--- src/rtl/lgg_pkg.sv ---
// shared types and codes for the life grid generation core
// no dependencies
`timescale 1ns / 1ps

package lgg_pkg;

   localparam logic CMD_TOGGLE  = 1'b0;
   localparam logic CMD_ADVANCE = 1'b1;

   typedef struct packed {
      logic       cmd;
      logic [2:0] target_row;
      logic [7:0] toggle_mask;
   } req_type;

   typedef struct packed {
      logic [2:0] out_row;
      logic [7:0] row_cells;
      logic       board_empty;
      logic       last_row;
   } rsp_type;

   // control handed from the sequencer to every row cell
   typedef struct packed {
      logic apply;
      logic advance;
      logic rotate;
   } cell_ctl_type;

   typedef enum logic [1:0] {
      ST_IDLE,
      ST_SUM,
      ST_SEND
   } seq_state_type;

endpackage

--- src/rtl/life_grid_generation_core.sv ---
// channel | dir | handshake             | payload
// req     | in  | req_valid / req_stall | lgg_pkg::req_type (cmd, target_row, toggle_mask)
// rsp     | out | rsp_valid / rsp_stall | lgg_pkg::rsp_type (out_row, row_cells, flags)
// an item without stalls: the accept cycle applies the toggle to the target row or
// the generation in every row cell at once, the ST_SUM state latches the empty flag, then
// ROWS transfers, the row chain rotating one place per transfer back to its home order
// reset clears the board; a stall on rsp holds the chain and the current row
// top level: row cell chain plus sequencer, depends on lgg_pkg, lgg_cell, lgg_seq
`timescale 1ns / 1ps

module life_grid_generation_core #(
   parameter int ROWS = 8,
   parameter int COLS = 8
) (
   input  logic             clock,
   input  logic             reset,
   input  logic             req_valid,
   output logic             req_stall,
   input  lgg_pkg::req_type req_data,
   output logic             rsp_valid,
   input  logic             rsp_stall,
   output lgg_pkg::rsp_type rsp_data
);
   import lgg_pkg::*;

   localparam int CNT_W = $clog2(ROWS);

   cell_ctl_type      ctl;
   logic [COLS-1:0]   row_q [ROWS];
   logic [ROWS-1:0]   nonzero;
   logic [COLS-1:0]   toggle_bits;
   logic [COLS+7:0]   mask_wide;
   logic [COLS+7:0]   head_wide;
   logic [CNT_W+2:0]  target_wide;

   assign mask_wide   = {{COLS{1'b0}}, req_data.toggle_mask};
   assign toggle_bits = mask_wide[COLS-1:0];
   assign target_wide = {{CNT_W{1'b0}}, req_data.target_row};
   assign head_wide   = {8'h00, row_q[0]};

   for (genvar k = 0; k < ROWS; k++) begin : g_row
      logic [COLS-1:0] above;
      logic [COLS-1:0] below;
      logic            hit;

      if (k == 0) begin : g_top
         assign above = '0;
      end else begin : g_mid_a
         assign above = row_q[k-1];
      end
      if (k == ROWS - 1) begin : g_bot
         assign below = '0;
      end else begin : g_mid_b
         assign below = row_q[k+1];
      end

      assign hit = target_wide == (CNT_W + 3)'(k);

      lgg_cell #(
         .COLS (COLS)
      ) u_cell (
         .clock       (clock),
         .reset       (reset),
         .ctl         (ctl),
         .hit         (hit),
         .toggle_bits (toggle_bits),
         .above       (above),
         .below       (below),
         .next_in     (row_q[(k + 1) % ROWS]),
         .row_out     (row_q[k]),
         .nonzero     (nonzero[k])
      );
   end

   lgg_seq #(
      .ROWS (ROWS)
   ) u_seq (
      .clock         (clock),
      .reset         (reset),
      .req_valid     (req_valid),
      .req_cmd       (req_data.cmd),
      .req_stall     (req_stall),
      .rsp_valid     (rsp_valid),
      .rsp_stall     (rsp_stall),
      .board_nonzero (|nonzero),
      .ctl           (ctl),
      .out_row       (rsp_data.out_row),
      .board_empty   (rsp_data.board_empty),
      .last_row      (rsp_data.last_row)
   );

   assign rsp_data.row_cells = head_wide[7:0];

endmodule

--- src/rtl/lgg_cell.sv ---
// one board row: toggle, life rule against its neighbor rows, and rotation hop
// depends on lgg_pkg
`timescale 1ns / 1ps

module lgg_cell #(
   parameter int COLS = 8
) (
   input  logic                    clock,
   input  logic                    reset,
   input  lgg_pkg::cell_ctl_type   ctl,
   input  logic                    hit,
   input  logic [COLS-1:0]         toggle_bits,
   input  logic [COLS-1:0]         above,
   input  logic [COLS-1:0]         below,
   input  logic [COLS-1:0]         next_in,
   output logic [COLS-1:0]         row_out,
   output logic                    nonzero
);
   import lgg_pkg::*;

   logic [COLS-1:0] row_ff;
   logic [COLS-1:0] row_in;
   logic [COLS-1:0] life_row;
   logic [COLS+1:0] pad_a;
   logic [COLS+1:0] pad_m;
   logic [COLS+1:0] pad_b;

   assign pad_a = {1'b0, above, 1'b0};
   assign pad_m = {1'b0, row_ff, 1'b0};
   assign pad_b = {1'b0, below, 1'b0};

   // pad bit c+1 is column c
   always_comb begin
      logic [3:0] n;
      for (int c = 0; c < COLS; c++) begin
         n = 4'(pad_a[c]) + 4'(pad_a[c+1]) + 4'(pad_a[c+2])
           + 4'(pad_m[c]) + 4'(pad_m[c+2])
           + 4'(pad_b[c]) + 4'(pad_b[c+1]) + 4'(pad_b[c+2]);
         life_row[c] = (n == 4'd3) || ((n == 4'd2) && row_ff[c]);
      end
   end

   always_comb begin
      row_in = row_ff;
      priority if (ctl.rotate) begin
         row_in = next_in;
      end else if (ctl.apply && ctl.advance == CMD_ADVANCE) begin
         row_in = life_row;
      end else if (ctl.apply && hit) begin
         row_in = row_ff ^ toggle_bits;
      end else begin
         row_in = row_ff;
      end
   end

   always_ff @(posedge clock) begin
      if (reset) begin
         row_ff <= '0;
      end else begin
         row_ff <= row_in;
      end
   end

   assign row_out = row_ff;
   assign nonzero = |row_ff;

endmodule

--- src/rtl/lgg_seq.sv ---
// sequencer: accepts items, latches the empty flag, counts the row transfers
// depends on lgg_pkg
`timescale 1ns / 1ps

module lgg_seq #(
   parameter int ROWS = 8
) (
   input  logic                  clock,
   input  logic                  reset,
   input  logic                  req_valid,
   input  logic                  req_cmd,
   output logic                  req_stall,
   output logic                  rsp_valid,
   input  logic                  rsp_stall,
   input  logic                  board_nonzero,
   output lgg_pkg::cell_ctl_type ctl,
   output logic [2:0]            out_row,
   output logic                  board_empty,
   output logic                  last_row
);
   import lgg_pkg::*;

   localparam int CNT_W = $clog2(ROWS);

   seq_state_type    state_ff, state_in;
   logic [CNT_W-1:0] count_ff, count_in;
   logic             empty_ff, empty_in;
   logic             req_xfer;
   logic             rsp_xfer;
   logic             at_last;
   logic [CNT_W+2:0] count_wide;

   assign req_xfer   = req_valid && !req_stall;
   assign rsp_xfer   = rsp_valid && !rsp_stall;
   assign at_last    = count_ff == CNT_W'(ROWS - 1);
   assign count_wide = {3'b000, count_ff};

   always_comb begin
      state_in = state_ff;
      unique case (state_ff)
         ST_IDLE: begin
            if (req_xfer) state_in = ST_SUM;
         end
         ST_SUM: begin
            state_in = ST_SEND;
         end
         ST_SEND: begin
            if (rsp_xfer && at_last) state_in = ST_IDLE;
         end
         default: begin
            state_in = ST_IDLE;
         end
      endcase
   end

   always_comb begin
      req_stall   = 1'b1;
      rsp_valid   = 1'b0;
      unique case (state_ff)
         ST_IDLE: begin
            req_stall = 1'b0;
         end
         ST_SUM: begin
         end
         ST_SEND: begin
            rsp_valid = 1'b1;
         end
         default: begin
         end
      endcase
   end

   always_comb begin
      count_in = count_ff;
      empty_in = empty_ff;
      if (req_xfer) count_in = '0;
      else if (rsp_xfer) count_in = count_ff + 1'b1;
      if (state_ff == ST_SUM) empty_in = !board_nonzero;
   end

   always_ff @(posedge clock) begin
      if (reset) begin
         state_ff <= ST_IDLE;
         count_ff <= '0;
         empty_ff <= 1'b0;
      end else begin
         state_ff <= state_in;
         count_ff <= count_in;
         empty_ff <= empty_in;
      end
   end

   assign ctl.apply   = req_xfer;
   assign ctl.advance = req_cmd;
   assign ctl.rotate  = rsp_xfer;

   assign out_row     = count_wide[2:0];
   assign board_empty = empty_ff;
   assign last_row    = at_last;

endmodule

--- config.mk ---
export PLATFORM = sky130hd
export DESIGN_NAME = life_grid_generation_core
export DESIGN_NICKNAME = d
export VERILOG_FILES = /design/src/rtl/lgg_pkg.sv /design/src/rtl/life_grid_generation_core.sv /design/src/rtl/lgg_cell.sv /design/src/rtl/lgg_seq.sv
export SDC_FILE = /design/constraint.sdc
export NUM_CORES = 1
export LEC_CHECK = 0
export BUFFER_PORTS_ARGS = -buffer_cell sky130_fd_sc_hd__clkbuf_2
export CAP_MARGIN = 10
export CORE_MARGIN = 2
export CORE_UTILIZATION = 28
export DETAILED_ROUTE_END_ITERATION = 10
export GPL_TIMING_DRIVEN = 0
export SYNTH_ARGS = -nofsm -noshare
export SYNTH_HDL_FRONTEND = slang
export SYNTH_HIERARCHICAL = 1
export SYNTH_SLANG_ARGS = --single-unit
export TNS_END_PERCENT = 10
--- constraint.sdc ---
create_clock -name clock -period 4.3 [get_ports clock]
set_input_delay 1.075 -clock clock [delete_from_list [all_inputs] [get_ports clock]]
set_output_delay 1.075 -clock clock [all_outputs]
set_load 0.005 [all_outputs]
==> results.md <==
- Status: completed
- DRC: 0
- Via count: roughly 12000
- Dominant synthesized flop cell: dfxtp_1
- Max stage delay cell, worst path: dfxtp_1
- Clk Latency, worst-skew pair: between 0.3 and 0.4 ns
- Final period util: between 90 and 100%
- CTS resizes: 0
- Maxcap violations: 0
- Grt ovf: 0
- Most frequent cell after synthesis: inv_1
- Ports: 31
- Syn-to-layout area delta: 10.1%
- Async set or reset register ratio after synthesis: 0%
- Power Dens Cells: 214 nW/um^2
- Port buffer count: 29
- Worst path arrival time: approximately 4.3 ns
- Final setup vio count: 0
- CP max FO: 11
- Layout Cells excl Fill: ~2500
- Post-Synthesis Cells: around 1700
- GRT Resource Usage Total: 15.5%
- Leak Pwr: 7.62 nW
- Fmax: approximately 250 MHz
- Cell area after synthesis: 14500 sq um
- Register-to-Register Path Depth: 11
- Fill count: between 5000 and 6000
- TritonCTS clock tree: done
- WHS: 0.518 ns
- Final Max Slew Viols: 0
- Worst slew pin tran: ~0.94 ns
- Largest stage delay, worst path: 0.77 ns
- Synth top cells by count: 457 x inv_1, 224 x fa_1, 162 x ha_1
- Final min period: roughly 4 ns
- Crit. End Element: flip-flop
- Critical path data required time: between 4 and 5 ns
- Largest cells by area after synthesis: fa_1 31%, ha_1 14%, inv_1 12%, dfxtp_1 9.7%, a21oi_1 3.6%
- Routed WL: about 40000 um
- RD Place Congestion: 0.830
- Layout Nets: 2174
- VDD IR max: 0.188 mV
- Clock Pin Slew Worst Setup and Hold Paths: approximately 0.070 ns
- Die Y: between 200 and 250 um
- DR pass1 iterations: 5
- Placed insts: 2441
- CP dominant cell by count: fa_1
- Worst min-delay path class: reg2reg
- Global-route wire length before repair: 66300 um
- Clock tree buffer depth: 2
- Final Cell Area: about 16000 sq um
- WHS Path Cells: 2
- Antenna cells: 0
- Vias per std cell: a little under 5
- Setup TNS: 0 ns
- Initial Utilization: 28.3%
- Initial antenna violation count: 1
- Routed Antenna Nets: 0
- Final design utilization: 31.2%
- CTS Hold Bufs: 0
- Yosys reg bits: 70
- Die width: between 200 and 250 um
- Post-CTS Setup Inserts: 0
- Average wire per standard cell: between 15 and 20 um
- Row count: 83
- DRT iter0 DRCs: 817
- WS Path Type: reg2reg
- Multi-input logic area: around 11000 sq um
- CTS root buf: clkbuf_16
- H-tree depth: 3
- CTS Buf Count: 9
- Placement Cell Area: between 15000 and 20000 sq um
- Largest net degree at the start of global routing: 31
- Ratio of cells with drive above 1 in the final layout: ~7.2%
- Clock sinks: 70
- CP Launch Type: flip-flop
- Vias in the first global route: between 10000 and 15000
- Synth top area share: 30.9%
- Avg Cell Area, Syn: 8.50 sq um
- Register area: roughly 1400 sq um
- Sequential fraction of the synthesis area: around a tenth
- RSZ-0062 raised after global routing: no
- Library cells used by synthesis: 64
- Hpwl dp: around 31000 um
- Largest area contributor in the netlist: fa_1
- Final hold vios: 0
- Critical path cell sequence: inv_1 -> fa_1 -> fa_1 -> fa_1 -> inv_1 -> ha_1 -> fa_1 -> o21ai_0 -> a2111oi_4 -> nor2_1 -> o31ai_2
- Synth warnings: 6
- Max-slew headroom: between 30% and 40%
- Die area: approximately 54000 sq um
- Core Footprint: about 51000 sq um
- Post-synth EDFFs: 0
- Clk_skew: approximately 0.014 ns
==> routing by layer <==
layer,vias up,GRT usage [%],wire [um]
li1,5709,-,-
met1,6019,20.9,18200
met2,344,26.3,19300
met3,38,2.17,2440
met4,2,2.80,500
met5,-,0,13
==> critical path: cells and delay by family, from the launching register on <==
family | cells | cell delay (ns)
AO/OA/AOI/OAI | 3 | 0.62
flip-flops | 1 | 0.77
AND/OR/NAND/NOR | 1 | 0.11
adder cells (fa/ha/maj) | 5 | 2.17
buffers and inverters | 2 | 0.26
==> report_power, final <==
group          total, mW  switching (mW)  internal, mW
Combinational       1.56           0.921         0.636
Clock              0.992           0.363         0.630
Sequential         0.862           0.167         0.695
Total               3.41            1.45          1.96
==> path summary, 6_finish.rpt <==
path                                                                 to  slack, ns                               startpoint
worst max-delay path            g_row[4].u_cell/row_out[6]$_SDFFE_PP0P_       0.29  g_row[3].u_cell/row_out[6]$_SDFFE_PP0P_
worst min register to register           u_seq/board_empty$_SDFFE_PP0N_       0.52           u_seq/board_empty$_SDFFE_PP0N_
worst min-delay path                     u_seq/board_empty$_SDFFE_PP0N_       0.52           u_seq/board_empty$_SDFFE_PP0N_
worst max register to register  g_row[4].u_cell/row_out[6]$_SDFFE_PP0P_       0.29  g_row[3].u_cell/row_out[6]$_SDFFE_PP0P_
==> sequential cells by signal (all words and copies together), names as in the netlist <==
register / count
g_row.u_cell/row_out: 64
u_seq/board_empty: 1
u_seq/out_row: 3
u_seq/state_ff: 2
==> through the flow <==
step / setup slack, ns / total power, mW
detailed placement: 0.296 / 2.42
floorplan: 0.772 / 1.96
finish: 0.285 / 3.41
CTS: 0.267 / 3.42
global placement: 0.352 / 2.33
global route: 0.0747 / 3.73
==> cells in the final DEF (no fill, tap or decap), types with 29 or more instances in the layout <==
cell type  Yosys  layout
inv_1        457     457
fa_1         224     224
ha_1         162     162
a21oi_1      105     105
nor2_1        73      73
nand2_1       71      71
dfxtp_1       70      70
nor3_1        67      67
o21ai_0       67      67
nor2b_1       45      45
nand3_1       34      34
clkbuf_2       0      29
==> kinds of logic (layout without fill, tap and decap cells) <==
group / count (synthesis) / in the layout / share of synthesized area, %
mux: 3 / 3 / 0.207
fa+ha+maj: 386 / 386 / 44.9
compound gates: 358 / 358 / 16.7
other cells: 1 / 27 / 0.0259
xor+xnor: 4 / 4 / 0.242
flops: 70 / 70 / 9.67
simple gates: 375 / 375 / 13.8
buf+inv: 509 / 554 / 14.4
==> cell type report <==
type | instances | share of cell area (%)
multi-input combinational | 1153 | 69.6
inverter | 461 | 10.8
sequential | 70 | 8.78
tap | 680 | 5.33
buffer | 48 | 2.23
clock buffer | 9 | 1.41
clock inverter | 7 | 0.917
timing repair buffer | 29 | 0.909
(Power assumes the default switching activity.)
